$ cat config.mk
export PLATFORM = sky130hd
export DESIGN_NAME = repetition_latency_monitor
export DESIGN_NICKNAME = d
export VERILOG_FILES = /design/src/hdl/rlm_pkg.sv /design/src/hdl/rlm_in_reg.sv /design/src/hdl/rlm_core.sv /design/src/hdl/repetition_latency_monitor.sv
export SDC_FILE = /design/constraint.sdc
export NUM_CORES = 2
export LEC_CHECK = 0
export ABC_AREA = 0
export BUFFER_PORTS_ARGS = -buffer_cell sky130_fd_sc_hd__buf_2
export CAP_MARGIN = 20
export CORE_ASPECT_RATIO = 1.5
export CORE_MARGIN = 10
export CORE_UTILIZATION = 61
export CTS_CLUSTER_SIZE = 30
export DETAILED_ROUTE_END_ITERATION = 10
export HOLD_SLACK_MARGIN = 0.1
export PLACE_DENSITY_LB_ADDON = 0.12
export SLEW_MARGIN = 40
export SYNTH_ARGS = -nofsm -noshare
export SYNTH_HDL_FRONTEND = slang
export SYNTH_SLANG_ARGS = --single-unit
export TNS_END_PERCENT = 50
$ cat constraint.sdc
create_clock -name aclk -period 11.8 [get_ports aclk]
set_input_delay 2.36 -clock aclk [delete_from_list [all_inputs] [get_ports aclk]]
set_output_delay 2.36 -clock aclk [all_outputs]
set_load 0.005 [all_outputs]
$ cat src/hdl/rlm_pkg.sv
// Package for the repetition latency monitor: run and event codes, the beat
// structures passed between stages, and the stream field widths.
// No dependencies.
package rlm_pkg;

    localparam int TS_W    = 64;
    localparam int BYTES_W = 32;
    localparam int CNT_W   = 32;
    localparam int MODE_W  = 3;
    localparam int RUN_W   = 2;

    localparam logic [RUN_W-1:0] RUN_UNINIT    = 2'd0;
    localparam logic [RUN_W-1:0] RUN_TESTING   = 2'd1;
    localparam logic [RUN_W-1:0] RUN_COMPLETED = 2'd2;
    localparam logic [RUN_W-1:0] RUN_ERROR     = 2'd3;

    localparam logic [MODE_W-1:0] EV_BEGIN = 3'd0;
    localparam logic [MODE_W-1:0] EV_END   = 3'd1;
    localparam logic [MODE_W-1:0] EV_BYTES = 3'd2;
    localparam logic [MODE_W-1:0] EV_CHECK = 3'd3;
    localparam logic [MODE_W-1:0] EV_WAVE  = 3'd4;

    localparam logic CFG_TARGET_BYTES = 1'b0;
    localparam logic CFG_TRY_TICKS    = 1'b1;

    localparam int S_TDATA_W = 96;
    localparam int M_TDATA_W = 232;

    typedef struct packed {
        logic [MODE_W-1:0]  mode;
        logic [TS_W-1:0]    timestamp;
        logic [BYTES_W-1:0] byte_count;
    } rlm_event_t;

    typedef struct packed {
        logic [RUN_W-1:0] state_code;
        logic             still_testing;
        logic [CNT_W-1:0] trial_count;
        logic [TS_W-1:0]  total_ticks;
        logic [TS_W-1:0]  min_ticks;
        logic [TS_W-1:0]  max_ticks;
        logic             new_minimum;
        logic             unbalanced_flag;
        logic             byte_mismatch_flag;
    } rlm_result_t;

endpackage

$ cat src/hdl/rlm_in_reg.sv
// Input register of the repetition latency monitor: holds one event beat
// until the update stage takes it. Depends on rlm_pkg.
module rlm_in_reg
    import rlm_pkg::*;
(
    input  logic       aclk,
    input  logic       aresetn,
    input  logic       in_valid,
    output logic       in_ready,
    input  rlm_event_t in_event,
    output logic       out_valid,
    input  logic       out_ready,
    output rlm_event_t out_event
);

    logic       valid_reg;
    rlm_event_t event_reg;

    assign in_ready  = !valid_reg || out_ready;
    assign out_valid = valid_reg;
    assign out_event = event_reg;

    always_ff @(posedge aclk) begin
        if (!aresetn) begin
            valid_reg <= 1'b0;
        end else if (in_ready) begin
            valid_reg <= in_valid;
        end
    end

    always_ff @(posedge aclk) begin
        if (in_valid && in_ready) begin
            event_reg <= in_event;
        end
    end

endmodule

$ cat src/hdl/rlm_core.sv
// Trial state and statistics of the repetition latency monitor, with the
// configuration registers and the combinational event update. Depends on rlm_pkg.
module rlm_core
    import rlm_pkg::*;
(
    input  logic             aclk,
    input  logic             aresetn,
    input  logic             cfg_write,
    input  logic             cfg_sel,
    input  logic [TS_W-1:0]  cfg_value,
    input  logic             step,
    input  rlm_event_t       ev,
    output rlm_result_t      result
);

    logic [TS_W-1:0]  target_bytes_reg;
    logic [TS_W-1:0]  try_ticks_reg;

    logic [RUN_W-1:0] run_mode_reg,     run_mode_next;
    logic [CNT_W-1:0] open_count_reg,   open_count_next;
    logic [CNT_W-1:0] close_count_reg,  close_count_next;
    logic [TS_W-1:0]  trial_time_reg,   trial_time_next;
    logic [TS_W-1:0]  trial_bytes_reg,  trial_bytes_next;
    logic [TS_W-1:0]  window_start_reg, window_start_next;
    logic [CNT_W-1:0] trials_reg,       trials_next;
    logic [TS_W-1:0]  time_sum_reg,     time_sum_next;
    logic [TS_W-1:0]  time_min_reg,     time_min_next;
    logic [TS_W-1:0]  time_max_reg,     time_max_next;

    logic             fresh_min;
    logic             unbalanced;
    logic             mismatch;
    logic [TS_W-1:0]  elapsed;

    assign elapsed = ev.timestamp - window_start_reg;

    always_comb begin
        run_mode_next     = run_mode_reg;
        open_count_next   = open_count_reg;
        close_count_next  = close_count_reg;
        trial_time_next   = trial_time_reg;
        trial_bytes_next  = trial_bytes_reg;
        window_start_next = window_start_reg;
        trials_next       = trials_reg;
        time_sum_next     = time_sum_reg;
        time_min_next     = time_min_reg;
        time_max_next     = time_max_reg;
        fresh_min         = 1'b0;
        unbalanced        = 1'b0;
        mismatch          = 1'b0;
        case (ev.mode)
            EV_BEGIN: begin
                open_count_next = open_count_reg + CNT_W'(1);
                trial_time_next = trial_time_reg - ev.timestamp;
            end
            EV_END: begin
                close_count_next = close_count_reg + CNT_W'(1);
                trial_time_next  = trial_time_reg + ev.timestamp;
            end
            EV_BYTES: begin
                trial_bytes_next = trial_bytes_reg + {{(TS_W-BYTES_W){1'b0}}, ev.byte_count};
            end
            EV_WAVE: begin
                if (run_mode_reg == RUN_UNINIT) begin
                    run_mode_next = RUN_TESTING;
                    time_min_next = '1;
                end else if (run_mode_reg == RUN_COMPLETED) begin
                    run_mode_next = RUN_TESTING;
                end
                window_start_next = ev.timestamp;
            end
            EV_CHECK: begin
                if (run_mode_reg == RUN_TESTING) begin
                    if (open_count_reg != '0) begin
                        unbalanced = (open_count_reg != close_count_reg);
                        mismatch   = (trial_bytes_reg != target_bytes_reg);
                        if (unbalanced || mismatch) begin
                            run_mode_next = RUN_ERROR;
                        end else begin
                            trials_next   = trials_reg + CNT_W'(1);
                            time_sum_next = time_sum_reg + trial_time_reg;
                            if (time_max_reg < trial_time_reg) begin
                                time_max_next = trial_time_reg;
                            end
                            if (time_min_reg > trial_time_reg) begin
                                time_min_next     = trial_time_reg;
                                window_start_next = ev.timestamp;
                                fresh_min         = 1'b1;
                            end
                            open_count_next  = '0;
                            close_count_next = '0;
                            trial_time_next  = '0;
                            trial_bytes_next = '0;
                        end
                    end
                    // a new minimum restarts the window, so the timeout check is skipped then
                    if (!fresh_min && (elapsed > try_ticks_reg)) begin
                        run_mode_next = RUN_COMPLETED;
                    end
                end
            end
            default: begin
            end
        endcase
    end

    always_comb begin
        result.state_code         = run_mode_next;
        result.still_testing      = (run_mode_next == RUN_TESTING);
        result.trial_count        = trials_next;
        result.total_ticks        = time_sum_next;
        result.min_ticks          = time_min_next;
        result.max_ticks          = time_max_next;
        result.new_minimum        = fresh_min;
        result.unbalanced_flag    = unbalanced;
        result.byte_mismatch_flag = mismatch;
    end

    always_ff @(posedge aclk) begin
        if (!aresetn) begin
            target_bytes_reg <= '0;
            try_ticks_reg    <= '0;
        end else if (cfg_write) begin
            if (cfg_sel == CFG_TARGET_BYTES) begin
                target_bytes_reg <= cfg_value;
            end
            if (cfg_sel == CFG_TRY_TICKS) begin
                try_ticks_reg <= cfg_value;
            end
        end
    end

    always_ff @(posedge aclk) begin
        if (!aresetn) begin
            run_mode_reg     <= RUN_UNINIT;
            open_count_reg   <= '0;
            close_count_reg  <= '0;
            trial_time_reg   <= '0;
            trial_bytes_reg  <= '0;
            window_start_reg <= '0;
            trials_reg       <= '0;
            time_sum_reg     <= '0;
            time_min_reg     <= '0;
            time_max_reg     <= '0;
        end else if (step) begin
            run_mode_reg     <= run_mode_next;
            open_count_reg   <= open_count_next;
            close_count_reg  <= close_count_next;
            trial_time_reg   <= trial_time_next;
            trial_bytes_reg  <= trial_bytes_next;
            window_start_reg <= window_start_next;
            trials_reg       <= trials_next;
            time_sum_reg     <= time_sum_next;
            time_min_reg     <= time_min_next;
            time_max_reg     <= time_max_next;
        end
    end

endmodule

$ cat src/hdl/repetition_latency_monitor.sv
// Top level of the repetition latency monitor: stream ports, input register,
// update core and result register. Depends on rlm_pkg, rlm_in_reg, rlm_core.
//
// One result beat per event beat, one beat per clock while m_tready stays high.
// An event passes the input register, then updates the trial state and is
// captured in the result register at the same clock edge. Throughput is
// limited only by the combinational state update of rlm_core (64-bit adds
// and compares), and stalls on m_tready back up to s_tready through the
// two register stages. Configuration writes are always accepted (cfg_ready
// is high) and must be made while no event is in flight.
module repetition_latency_monitor
    import rlm_pkg::*;
(
    input  logic                 aclk,
    input  logic                 aresetn,
    input  logic                 s_tvalid,
    output logic                 s_tready,
    input  logic [S_TDATA_W-1:0] s_tdata,   // timestamp[63:0], byte_count[95:64]
    input  logic [MODE_W-1:0]    s_tuser,   // mode[2:0]
    output logic                 m_tvalid,
    input  logic                 m_tready,
    // state_code[1:0], still_testing[2], trial_count[34:3], total_ticks[98:35],
    // min_ticks[162:99], max_ticks[226:163], new_minimum[227],
    // unbalanced_flag[228], byte_mismatch_flag[229], zero[231:230]
    output logic [M_TDATA_W-1:0] m_tdata,
    input  logic                 cfg_valid,
    output logic                 cfg_ready,
    input  logic                 cfg_index,
    input  logic [TS_W-1:0]      cfg_data
);

    rlm_event_t  in_event;
    rlm_event_t  held_event;
    rlm_result_t result;
    rlm_result_t result_reg;
    logic        held_valid;
    logic        out_valid_reg;
    logic        advance;

    assign in_event.mode       = s_tuser;
    assign in_event.timestamp  = s_tdata[TS_W-1:0];
    assign in_event.byte_count = s_tdata[TS_W+BYTES_W-1:TS_W];

    assign advance   = held_valid && (!out_valid_reg || m_tready);
    assign cfg_ready = 1'b1;

    rlm_in_reg u_in_reg (
        .aclk      (aclk),
        .aresetn   (aresetn),
        .in_valid  (s_tvalid),
        .in_ready  (s_tready),
        .in_event  (in_event),
        .out_valid (held_valid),
        .out_ready (!out_valid_reg || m_tready),
        .out_event (held_event)
    );

    rlm_core u_core (
        .aclk      (aclk),
        .aresetn   (aresetn),
        .cfg_write (cfg_valid),
        .cfg_sel   (cfg_index),
        .cfg_value (cfg_data),
        .step      (advance),
        .ev        (held_event),
        .result    (result)
    );

    always_ff @(posedge aclk) begin
        if (!aresetn) begin
            out_valid_reg <= 1'b0;
        end else if (!out_valid_reg || m_tready) begin
            out_valid_reg <= held_valid;
        end
    end

    always_ff @(posedge aclk) begin
        if (advance) begin
            result_reg <= result;
        end
    end

    assign m_tvalid = out_valid_reg;
    assign m_tdata  = {2'b00,
                       result_reg.byte_mismatch_flag,
                       result_reg.unbalanced_flag,
                       result_reg.new_minimum,
                       result_reg.max_ticks,
                       result_reg.min_ticks,
                       result_reg.total_ticks,
                       result_reg.trial_count,
                       result_reg.still_testing,
                       result_reg.state_code};

endmodule

==> run_results.csv <==
group,metric,value,unit
critical_path,crit_fanout,7,
placement,routabilityCongestion,0.986,
drt,remaining_drc_errors,0,
grt,grt_pass1_vias,44280,
drt,vias,45511,
critical_path,crit_required,12.23,ns
logic_synthesis,yosysWarnings,0,
logic_synthesis,synth_fa_ha_area_share,9.74,%
drt,wire_per_inst,20.7,µm
placement,dpl.hpwl,117000,µm
drt,first_pass_iters,6,
finish,layout-drive-gt1-share,11.8,%
logic_synthesis,synth-compound-area-share,18.0,%
sta,tightest_slew,0.831,ns
worst_hold_path,min_path_type,"reg2reg",
logic_synthesis,netlist_area,54400,µm²
pwr,powerDensity,126,nW/µm²
logic_synthesis,syn_inst,6043,
placement,dpl_cell_area,57200,µm²
clock_tree,cts_buffers,91,
logic_synthesis,synth-simple-area-share,16.9,%
floorplan,initial_core_util,61.3,%
critical_path,arrival,7.15,ns
finish,largest_reg_flops,230,
sta,finalHoldWorstSlack,0.455,ns
drt,ant_nets,0,
floorplan,die_area,102000,µm²
sta,fin_skew,0.0264,ns
critical_path,startpoint_type,"register",
clock_tree,post_cts_buffers,0,
logic_synthesis,synth-edff-count,329,
sta,timing.final.hold_violations,0,
drt,drt-initial-drc-count,3594,
run,drv_cap,0,
sta,fin_crit,6.71,ns
floorplan,core,88700,µm²
sta,fin_crit_sh,56.9,%
logic_synthesis,ys_ff_latch,941,
logic_synthesis,synth_area_per_cell,9.00,µm²
logic_synthesis,synth_top_family_by_area,"compound AO/OA/AOI/OAI gates",
grt,grt_use_total,29.4,%
sta,fmax,0.149,GHz
logic_synthesis,synth.distinct_cells,96,
logic_synthesis,synth_xor_area_share,7.39,%
critical_path,critical_path_class,"reg2reg",
sta,fin_ws,5.09,ns
grt,grt_first_pass_wirelength,241000,µm
floorplan,num_rows,134,
floorplan,dieHeight,386,µm
grt,grt.overflow.total,0,
pwr,ir_drop,165,µV
clock_tree,clk_pin_slew,0.07,ns
sta,tns,0,ns
sta,grt_setup_unrepaired,"no",
sta,slew_violations,0,
finish,area_delta_synth_final,11.1,%
pwr,report.power.total,7600,µW
sta,relSlewSlack,44.0,%
placement,pre_cts_ws,5.06,ns
clock_tree,clockBufferDepth,3,
finish,layout.nets,6871,
clock_tree,clkLatencyLatePin,0.69,ns
clock_tree,postCtsResizedCells,0,
finish,fin_area,60400,µm²
clock_tree,cts.sinks,941,
floorplan,ios,404,
critical_path,r2r_slack,5.09,ns
sta,setup_viol,0,
floorplan,die_w,264,µm
placement,io_buffers,400,
logic_synthesis,async_flop_share,0,%
logic_synthesis,yosysSeqAreaShare,40.7,%
drt,viasPerCell,6.05,
clock_tree,htreeDepth,3,
drt,drt-total-wl,155000,µm
pwr,power.leakage,0.0251,µW
critical_path,endpoint_kind,"register",
status,status,"complete, no violations",
clock_tree,cts_tree,"built",
grt,antenna_found_initial,12,
finish,n_fill_cell,7274,
grt,grt_start_max_net_pins,109,
clock_tree,clock-root-buffer,"clkbuf_16",
clock_tree,cts_hold_buf,0,
logic_synthesis,synthMuxAreaShare,3.15,%
logic_synthesis,ys.flop_type,"dfxtp_1",
==> layout by cell type, fill, tap and decap left out, types with 93 or more instances in the layout <==
cell       count
a21o_1       202
a21oi_1      507
buf_2        399
clkbuf_16     93
dfxtp_1      612
edfxtp_1     329
ha_1         417
inv_1        282
nand2_1      724
nand3_1      243
nand4_1      128
nor2_1       387
nor3_1        95
o21ai_0      300
o31ai_1       95
xnor2_1      294
xor2_1       165
==> worst max-delay path, stage by stage (launching register included) <==
cell and delay (ns):
edfxtp_1 0.50, ha_1 0.43, a21o_1 0.22, or3_1 0.34, o211ai_1 0.17, o2111ai_1 0.27
o211ai_1 0.47, a21oi_1 0.32, a2111oi_2 0.46, o21ai_1 0.19, a311oi_1 0.42, nand2_1 0.09
a21oi_1 0.19, xnor2_1 0.09, ha_1 0.32, nand4_1 0.10, or2_2 0.34, nor4_2 0.60
o2111ai_1 0.21, a21oi_1 0.33, a21oi_1 0.15, nor2_1 0.16, o22ai_1 0.09
==> final timing paths <==
check,startpoint,to,depth (start not counted)
max reg2reg,u_in_reg.out_event[38]$_DFFE_PP_,m_tdata[2]$_DFFE_PP_,22
max,u_in_reg.out_event[38]$_DFFE_PP_,m_tdata[2]$_DFFE_PP_,22
min reg2reg,u_core.try_ticks_reg[61]$_SDFFE_PN0P_,u_core.try_ticks_reg[61]$_SDFFE_PN0P_,2
min,u_core.try_ticks_reg[61]$_SDFFE_PN0P_,u_core.try_ticks_reg[61]$_SDFFE_PN0P_,2
==> where the power goes <==
part | internal [µW] | switching [µW]
registers | 3460 | 87.0
clock network | 1790 | 1330
logic | 361 | 574
total | 5610 | 1990
==> area by class of cell <==
class | count | area (µm²) | share of cell area [%]
antenna | 9 | 22.5 | 0.0373
timing repair buffer | 443 | 2400 | 3.97
inverter | 287 | 1090 | 1.81
clock buffer | 111 | 2460 | 4.08
sequential | 941 | 22100 | 36.6
clock inverter | 59 | 712 | 1.18
tap | 1156 | 1450 | 2.39
multi-input combinational | 4517 | 30200 | 49.9
==> cell usage after synthesis (all sizes together), types with 14 or more instances <==
cell type | instances | area share, %
or4 | 24 | 0.35
xor2 | 165 | 2.7
a21o | 202 | 2.8
nand4 | 128 | 1.5
a22oi | 41 | 0.57
o221a | 64 | 1.3
and2 | 26 | 0.30
mux2i | 70 | 1.3
ha | 417 | 9.6
o21a | 42 | 0.58
nor2 | 390 | 2.7
o21bai | 43 | 0.59
nor4 | 43 | 0.57
buf | 39 | 0.34
edfxtp | 329 | 18
nand3 | 245 | 2.3
nor3 | 98 | 0.94
a211oi | 23 | 0.34
o31ai | 96 | 1.4
o211ai | 27 | 0.37
xnor2 | 294 | 4.7
nand2b | 41 | 0.47
and3 | 68 | 0.78
a31oi | 33 | 0.38
inv | 286 | 2.0
o21ai | 321 | 3.0
mux2 | 90 | 1.9
nand2 | 728 | 5.0
nor2b | 51 | 0.59
a21oi | 510 | 4.7
or3 | 57 | 0.67
dfxtp | 612 | 23
clkbuf | 260 | 1.8
or2 | 14 | 0.16
==> kinds of logic (layout without fill, tap and decap cells) <==
| family | after synthesis | after routing |
|---|---|---|
| XOR/XNOR | 459 | 459 |
| flip-flops | 941 | 941 |
| AND/OR/NAND/NOR | 1948 | 1948 |
| other | 2 | 12 |
| multiplexers | 160 | 160 |
| adder cells (fa/ha/maj) | 421 | 421 |
| AO/OA/AOI/OAI | 1526 | 1526 |
| buffers and inverters | 586 | 900 |
==> metal layers <==
metal | GRT usage [%] | share of wire (%)
met1 | 34.3 | 40
met4 | 17.1 | 5.8
met2 | 51.1 | 48
met3 | 4.19 | 6.2
met5 | 0 | 0.030
==> stage by stage <==
stage,std cells,util (%)
after global routing,7517,68.1
after CTS,7513,68.1
after global placement,7342,64.4
final,7523,68.1
after detailed placement,7343,64.5
after floorplan,6044,-
Power figures use the tool's default switching activity.
